## src/hdl/rlf_pkg.sv

```systemverilog
// rlf_pkg: shared types and fixed-point constants for the RGB linear fader.
// Used by rlf_channel and rgb_linear_fader; depends on nothing.
`default_nettype none

package rlf_pkg;

   localparam int unsigned FRAC_BITS  = 16;
   localparam int unsigned FADE_STEPS = 255;

   localparam int unsigned LVL_W = 8 + FRAC_BITS;

   localparam logic [LVL_W-1:0] LVL_MAX  = {8'hFF, {FRAC_BITS{1'b0}}};
   localparam logic [LVL_W-1:0] LVL_HALF = LVL_W'(1) << (FRAC_BITS - 1);

   localparam int unsigned RATE_W =
      $clog2(((longint'(255) << FRAC_BITS) / FADE_STEPS) + 1);

   // floor(x / FADE_STEPS) == (x * RECIP) >> DIV_SHIFT for every x below 2^LVL_W
   localparam int unsigned DIV_SHIFT = LVL_W + $clog2(FADE_STEPS);
   localparam int unsigned RECIP_W   = LVL_W + 1;
   localparam logic [RECIP_W-1:0] RECIP =
      RECIP_W'(((longint'(1) << DIV_SHIFT) + FADE_STEPS - 1) / FADE_STEPS);
   localparam int unsigned PROD_W    = LVL_W + RECIP_W;

   typedef enum logic [1:0] {
      OP_SET  = 2'd0,
      OP_FADE = 2'd1,
      OP_READ = 2'd2,
      OP_TICK = 2'd3
   } op_type;

   typedef struct packed {
      logic   enable;
      op_type op;
   } ctl_type;

endpackage

`default_nettype wire

```

## src/hdl/rlf_channel.sv

```systemverilog
// rlf_channel: one color channel: current level, target and step rate registers,
// with the set, fade and tick updates. Depends on rlf_pkg.
`default_nettype none

module rlf_channel (
   input  wire logic             clock,
   input  wire logic             reset,
   input  wire rlf_pkg::ctl_type ctl,
   input  wire logic [7:0]       value,
   output logic      [7:0]       level,
   output logic                  moved
);

   logic [rlf_pkg::LVL_W-1:0]  cur_ff, cur_in;
   logic [7:0]                 tgt_ff, tgt_in;
   logic [rlf_pkg::RATE_W-1:0] rate_ff, rate_in;

   logic [rlf_pkg::LVL_W-1:0]  tgt_fix;
   logic [rlf_pkg::LVL_W-1:0]  diff;
   logic [rlf_pkg::PROD_W-1:0] prod;
   logic [rlf_pkg::LVL_W-1:0]  cur_rnd;
   logic [7:0]                 rnd_now;
   logic [rlf_pkg::LVL_W:0]    up_sum;
   logic [rlf_pkg::LVL_W-1:0]  cur_up;
   logic [rlf_pkg::LVL_W-1:0]  cur_dn;
   logic [rlf_pkg::LVL_W-1:0]  rate_ext;
   logic [rlf_pkg::LVL_W-1:0]  next_rnd;

   assign tgt_fix  = {value, {rlf_pkg::FRAC_BITS{1'b0}}};
   assign diff     = (cur_ff > tgt_fix) ? (cur_ff - tgt_fix) : (tgt_fix - cur_ff);
   assign prod     = rlf_pkg::PROD_W'(diff) * rlf_pkg::PROD_W'(rlf_pkg::RECIP);

   assign cur_rnd  = cur_ff + rlf_pkg::LVL_HALF;
   assign rnd_now  = cur_rnd[rlf_pkg::LVL_W-1:rlf_pkg::FRAC_BITS];

   assign rate_ext = rlf_pkg::LVL_W'(rate_ff);
   assign up_sum   = {1'b0, cur_ff} + {1'b0, rate_ext};
   assign cur_up   = (up_sum > {1'b0, rlf_pkg::LVL_MAX}) ?
                     rlf_pkg::LVL_MAX : up_sum[rlf_pkg::LVL_W-1:0];
   assign cur_dn   = (cur_ff > rate_ext) ? (cur_ff - rate_ext) : '0;

   always_comb begin
      cur_in  = cur_ff;
      tgt_in  = tgt_ff;
      rate_in = rate_ff;
      moved   = 1'b0;
      case (ctl.op)
         rlf_pkg::OP_SET: begin
            cur_in = tgt_fix;
            tgt_in = value;
         end
         rlf_pkg::OP_FADE: begin
            rate_in = rlf_pkg::RATE_W'(prod >> rlf_pkg::DIV_SHIFT);
            tgt_in  = value;
         end
         rlf_pkg::OP_TICK: begin
            if (rnd_now > tgt_ff) begin
               cur_in = cur_dn;
               moved  = 1'b1;
            end else if (rnd_now < tgt_ff) begin
               cur_in = cur_up;
               moved  = 1'b1;
            end
         end
         default: begin
         end
      endcase
   end

   assign next_rnd = cur_in + rlf_pkg::LVL_HALF;
   assign level    = (ctl.op == rlf_pkg::OP_READ) ?
                     cur_ff[rlf_pkg::LVL_W-1:rlf_pkg::FRAC_BITS] :
                     next_rnd[rlf_pkg::LVL_W-1:rlf_pkg::FRAC_BITS];

   always_ff @(posedge clock) begin
      if (reset) begin
         cur_ff  <= '0;
         tgt_ff  <= '0;
         rate_ff <= '0;
      end else if (ctl.enable) begin
         cur_ff  <= cur_in;
         tgt_ff  <= tgt_in;
         rate_ff <= rate_in;
      end
   end

endmodule

`default_nettype wire

```

## src/hdl/rgb_linear_fader.sv

```systemverilog
// rgb_linear_fader: top level with the request register, three channels and
// the response register. Depends on rlf_pkg and rlf_channel.
//
// Three-channel linear LED fader. Each transaction (set, fade, read or tick)
// yields exactly one response, held first in the request register and then in
// the response register, and a new transaction is accepted every cycle while
// the response side keeps up. On the fade path the per-channel rate
// |current - target| / FADE_STEPS is a single reciprocal multiply, done
// combinationally between the request register and the channel state and
// response registers. A response waiting under rsp_stall holds one request in
// the input register; req_stall rises only when both registers are full.
`default_nettype none

module rgb_linear_fader (
   input  wire logic       clock,
   input  wire logic       reset,
   input  wire logic       req_valid,
   output logic            req_stall,
   input  wire logic [1:0] req_op,
   input  wire logic [7:0] req_red_in,
   input  wire logic [7:0] req_green_in,
   input  wire logic [7:0] req_blue_in,
   output logic            rsp_valid,
   input  wire logic       rsp_stall,
   output logic [7:0]      rsp_red_level,
   output logic [7:0]      rsp_green_level,
   output logic [7:0]      rsp_blue_level,
   output logic            rsp_drive_update,
   output logic            rsp_is_read_reply
);

   logic             in_valid_ff;
   rlf_pkg::op_type  op_ff;
   logic [7:0]       red_ff, green_ff, blue_ff;

   logic             out_valid_ff;
   logic [7:0]       red_lvl_ff, green_lvl_ff, blue_lvl_ff;
   logic             drive_ff, read_ff;

   logic             advance;
   rlf_pkg::ctl_type ctl;
   logic [7:0]       red_lvl, green_lvl, blue_lvl;
   logic             red_moved, green_moved, blue_moved;
   logic             drive_in;

   assign advance    = !out_valid_ff || !rsp_stall;
   assign req_stall  = in_valid_ff && !advance;
   assign ctl.enable = in_valid_ff && advance;
   assign ctl.op     = op_ff;

   rlf_channel u_red (
      .clock (clock),
      .reset (reset),
      .ctl   (ctl),
      .value (red_ff),
      .level (red_lvl),
      .moved (red_moved)
   );

   rlf_channel u_green (
      .clock (clock),
      .reset (reset),
      .ctl   (ctl),
      .value (green_ff),
      .level (green_lvl),
      .moved (green_moved)
   );

   rlf_channel u_blue (
      .clock (clock),
      .reset (reset),
      .ctl   (ctl),
      .value (blue_ff),
      .level (blue_lvl),
      .moved (blue_moved)
   );

   assign drive_in = (op_ff == rlf_pkg::OP_SET) ||
                     ((op_ff == rlf_pkg::OP_TICK) && (red_moved || green_moved || blue_moved));

   always_ff @(posedge clock) begin
      if (reset) begin
         in_valid_ff <= 1'b0;
      end else if (!req_stall) begin
         in_valid_ff <= req_valid;
      end
   end

   always_ff @(posedge clock) begin
      if (req_valid && !req_stall) begin
         op_ff    <= rlf_pkg::op_type'(req_op);
         red_ff   <= req_red_in;
         green_ff <= req_green_in;
         blue_ff  <= req_blue_in;
      end
   end

   always_ff @(posedge clock) begin
      if (reset) begin
         out_valid_ff <= 1'b0;
      end else if (advance) begin
         out_valid_ff <= in_valid_ff;
      end
   end

   always_ff @(posedge clock) begin
      if (ctl.enable) begin
         red_lvl_ff   <= red_lvl;
         green_lvl_ff <= green_lvl;
         blue_lvl_ff  <= blue_lvl;
         drive_ff     <= drive_in;
         read_ff      <= (op_ff == rlf_pkg::OP_READ);
      end
   end

   assign rsp_valid         = out_valid_ff;
   assign rsp_red_level     = red_lvl_ff;
   assign rsp_green_level   = green_lvl_ff;
   assign rsp_blue_level    = blue_lvl_ff;
   assign rsp_drive_update  = drive_ff;
   assign rsp_is_read_reply = read_ff;

   a_read_no_drive: assert property (@(posedge clock) disable iff (reset)
      rsp_valid && rsp_is_read_reply |-> !rsp_drive_update)
      else $error("read response flags a drive update");

   a_set_drives: assert property (@(posedge clock) disable iff (reset)
      ctl.enable && (op_ff == rlf_pkg::OP_SET) |=> rsp_valid && rsp_drive_update)
      else $error("set transaction did not flag a drive update");

   a_accept_loads: assert property (@(posedge clock) disable iff (reset)
      req_valid && !req_stall |=> in_valid_ff)
      else $error("accepted request not held in input register");

   a_stall_full: assert property (@(posedge clock) disable iff (reset)
      req_stall |-> rsp_valid && rsp_stall)
      else $error("request stalled while response register can drain");

endmodule

`default_nettype wire

```

## config.mk

```make
export PLATFORM = sky130hd
export DESIGN_NAME = rgb_linear_fader
export DESIGN_NICKNAME = d
export VERILOG_FILES = /design/src/hdl/rlf_pkg.sv /design/src/hdl/rlf_channel.sv /design/src/hdl/rgb_linear_fader.sv
export SDC_FILE = /design/constraint.sdc
export NUM_CORES = 2
export LEC_CHECK = 0
export BUFFER_PORTS_ARGS = -buffer_cell sky130_fd_sc_hd__buf_4
export CORE_MARGIN = 8
export CORE_UTILIZATION = 27
export DETAILED_ROUTE_END_ITERATION = 8
export PLACE_DENSITY_LB_ADDON = 0.3
export SYNTH_ARGS = -nofsm -noshare
export SYNTH_HDL_FRONTEND = slang
export SYNTH_HIERARCHICAL = 1
export SYNTH_SLANG_ARGS = --single-unit
```

## constraint.sdc

```tcl
create_clock -name clock -period 12.8 [get_ports clock]
set_input_delay 1.92 -clock clock [delete_from_list [all_inputs] [get_ports clock]]
set_output_delay 1.92 -clock clock [all_outputs]
set_load 0.005 [all_outputs]
```

==> reports/qor.csv <==
metric,value,unit
status,"finished, final reports clean",
antenna_found_initial,0,
async_flop_share,0,%
rsz0062_at_grt,no,
power.total,3.13,mW
powerDensity,92.1,nW/um2
wl_per_cell,18.8,um
use_met1,21.6,%
post_cts_buffers,0,
cts_hold_buffers,0,
cp.required,13300,ps
cap_violations,0,
vias,27800,
startpoint_type,flop,
arrival,8970,ps
p_clk_share,25.5,%
cts_made_buffers,28,
synth_edf_count,52,
worst_setup_hold_path_clk_slew,60,ps
ioPinCount,58,
synth_xor_xnor_area_share,6.60,%
fin_crit,8470,ps
grt_usage,15.1,%
synth.area.mux_share,1.57,%
portBuffers,57,
cts_buffer_depth,3,
viasPerCell,5.26,
postLayoutCoreUtil,29.7,%
end_kind,flop,
max_freq,0.118,GHz
firstDrtPassIters,6,
synth.avg_cell_area,8.26,um2
final_common_cell,ha_1,
p_int,1.76,mW
tritoncts,built,
yosys.area_share.simple,17.4,%
synth_fp_nets,4549,
dp_hpwl,80700,um
crit_type,reg2reg,
die_w,356,um
path_buf_inv,2,
fin_nets,4520,
switchingPower,1.37,mW
antenna_left,0,
ys_seq_elements,201,
drive_above_1_share,7.25,%
initial_core_util,27.2,%
fin_crit_sh,66.2,%
cts_resized,0,
critPathMostFrequentCell,ha_1,
dp.cells,5225,
grt_max_degree,51,
grt-ovfl-total,0,
placed_cell_area,33000,um2
insertion_delay,610,ps
min_path_type,reg2reg,
synthAdderAreaFrac,31.4,%
comb_power_share,51.6,%
synth_compound_area_share,22.4,%
gr-usage-met2,24.3,%
top_usage_layer,met2,
drc,0,
synth_seq_area_share,14.6,%
final_cell_mix,"ha_1 (690), nor2_1 (310), inv_1 (308)",
synth_top_family_by_area,adder cells,
clock_sinks,201,
hold_viol,0,
syn_to_final_growth,8.94,%
setup_viol,0,
synthCells,3772,
slowest_delay,720,ps
stdcell_area,33900,um2
synth_ff_type,dfxtp_1,
p_sw_share,43.8,%
finalNonFillerCells,5278,
postRouteWirelength,99200,um
gp_congestion,0.893,
synth-warning-count,6,
htree_levels,1,
skew,42.8,ps
die_area,127000,um2
relSlewSlack,24.5,%
core,114000,um2
worst_slew_pin_slew,1130,ps
peakVddDrop,88.9,uV
synth_area,31200,um2
crit_fanout,8,
leakagePower,16.2,nW
crit_slowest_cell,a2111oi_0,
dieHeight,356,um
tns,0,ps
grt_pass1_vias,27000,
cts-root-buf,clkbuf_16,
grt_first_pass_wirelength,157000,um
fillers,12200,
drt_iter0_drc,2024,
seqPwrFrac,22.9,%
rows,124,
maxSlewViolCount,0,
met3_usage,2.04,%
synth.distinct_cells,143,
cp_top_family,compound AO/OA/AOI/OAI gates,
[flip-flops by register name (all words and copies together), names as in the netlist, 8 cells and up]
register	cells
rsp_blue_level	8
u_green/rate_ff	17
rsp_red_level	8
u_blue/cur_ff	24
u_green/cur_ff	24
rsp_green_level	8
green_ff	8
red_ff	8
u_blue/rate_ff	17
u_green/tgt_ff	8
blue_ff	8
u_blue/tgt_ff	8
u_red/rate_ff	17
u_red/cur_ff	24
u_red/tgt_ff	8
[through the flow]
stage / hold slack [ps] / setup WS, ps
2_1_floorplan: 446 / 5600
3_3_place_gp: 468 / 4510
3_5_place_dp: 474 / 4340
4_1_cts: 483 / 4310
5_1_grt: 500 / 3590
6_report: 480 / 4330
[power groups by stage]
| stage | combinational (mW) | clock, mW | sequential [mW] |
|---|---|---|---|
| floorplan | 1.17 | 0 | 0.712 |
| global placement | 1.60 | 0 | 0.729 |
| detailed placement | 1.59 | 0 | 0.729 |
| CTS | 1.61 | 0.831 | 0.716 |
| global route | 1.81 | 0.851 | 0.719 |
| finish | 1.61 | 0.797 | 0.715 |
[Yosys cell counts (all sizes together) (16+ instances only)]
library cell	instances	area, um2
xnor2	173	1520
o21ai	174	886
clkbuf	101	425
nand4	53	353
and3	28	179
nand2	260	981
or3	33	213
buf	43	274
a21o	74	561
fa	57	1140
a2111oi	18	215
inv	311	1170
ha	690	8630
o31ai	42	357
xor2	61	542
a31oi	35	234
dfxtp	149	2980
a21oi	277	1420
mux2i	41	410
or2	16	103
nand3	87	435
nor2	325	1260
and2	23	149
edfxtp	52	1560
a211oi	57	450
nand2b	35	219
o211ai	34	265
nor4	32	221
o21bai	28	210
nor3	89	455
nor2b	43	277
a22oi	34	305
o21a	35	270
[path summary, 6_finish.rpt]
check / from / endpoint / slack (ps) / depth (start not counted)
setup / recovery: u_blue/cur_ff[16] / u_blue/rate_ff[16] / 4330 / 30
hold / removal: u_green/rate_ff[4] / u_green/rate_ff[4] / 480 / 2
setup reg to reg: u_blue/cur_ff[16] / u_blue/rate_ff[16] / 4330 / 30
hold reg to reg: u_green/rate_ff[4] / u_green/rate_ff[4] / 480 / 2
[worst register-to-register path: cells and delay by family, from the launching register on]
family          cells  cell delay [ps]
xor+xnor            1              410
buf+inv             2              250
fa+ha+maj           7             2070
simple gates        8             1820
flops               1              560
compound gates     12             3280
[cell families after synthesis]
logic type,count (synthesis)
multiplexers,48
AND/OR/NAND/NOR,1089
flip-flops,201
AO/OA/AOI/OAI,996
adder cells (fa/ha/maj),747
XOR/XNOR,234
buffers and inverters,457
[layer usage]
layer  routed length [um]  part of all wire (%)
met1                48400                    49
met2                43800                    44
met3                 5160                   5.2
met4                 1870                   1.9
met5                    0                     0
[cell type report]
cell class | count | area (um2) | share of cell area (%)
inverter | 312 | 1170 | 3.45
timing repair buffer | 86 | 646 | 1.90
sequential | 201 | 4540 | 13.4
multi-input combinational | 3114 | 24700 | 72.9
clock inverter | 14 | 113 | 0.332
tap | 1512 | 1890 | 5.57
clock buffer | 38 | 821 | 2.42
antenna | 1 | 2.50 | 0.00737
No activity file was read; power rests on OpenSTA's default activity.
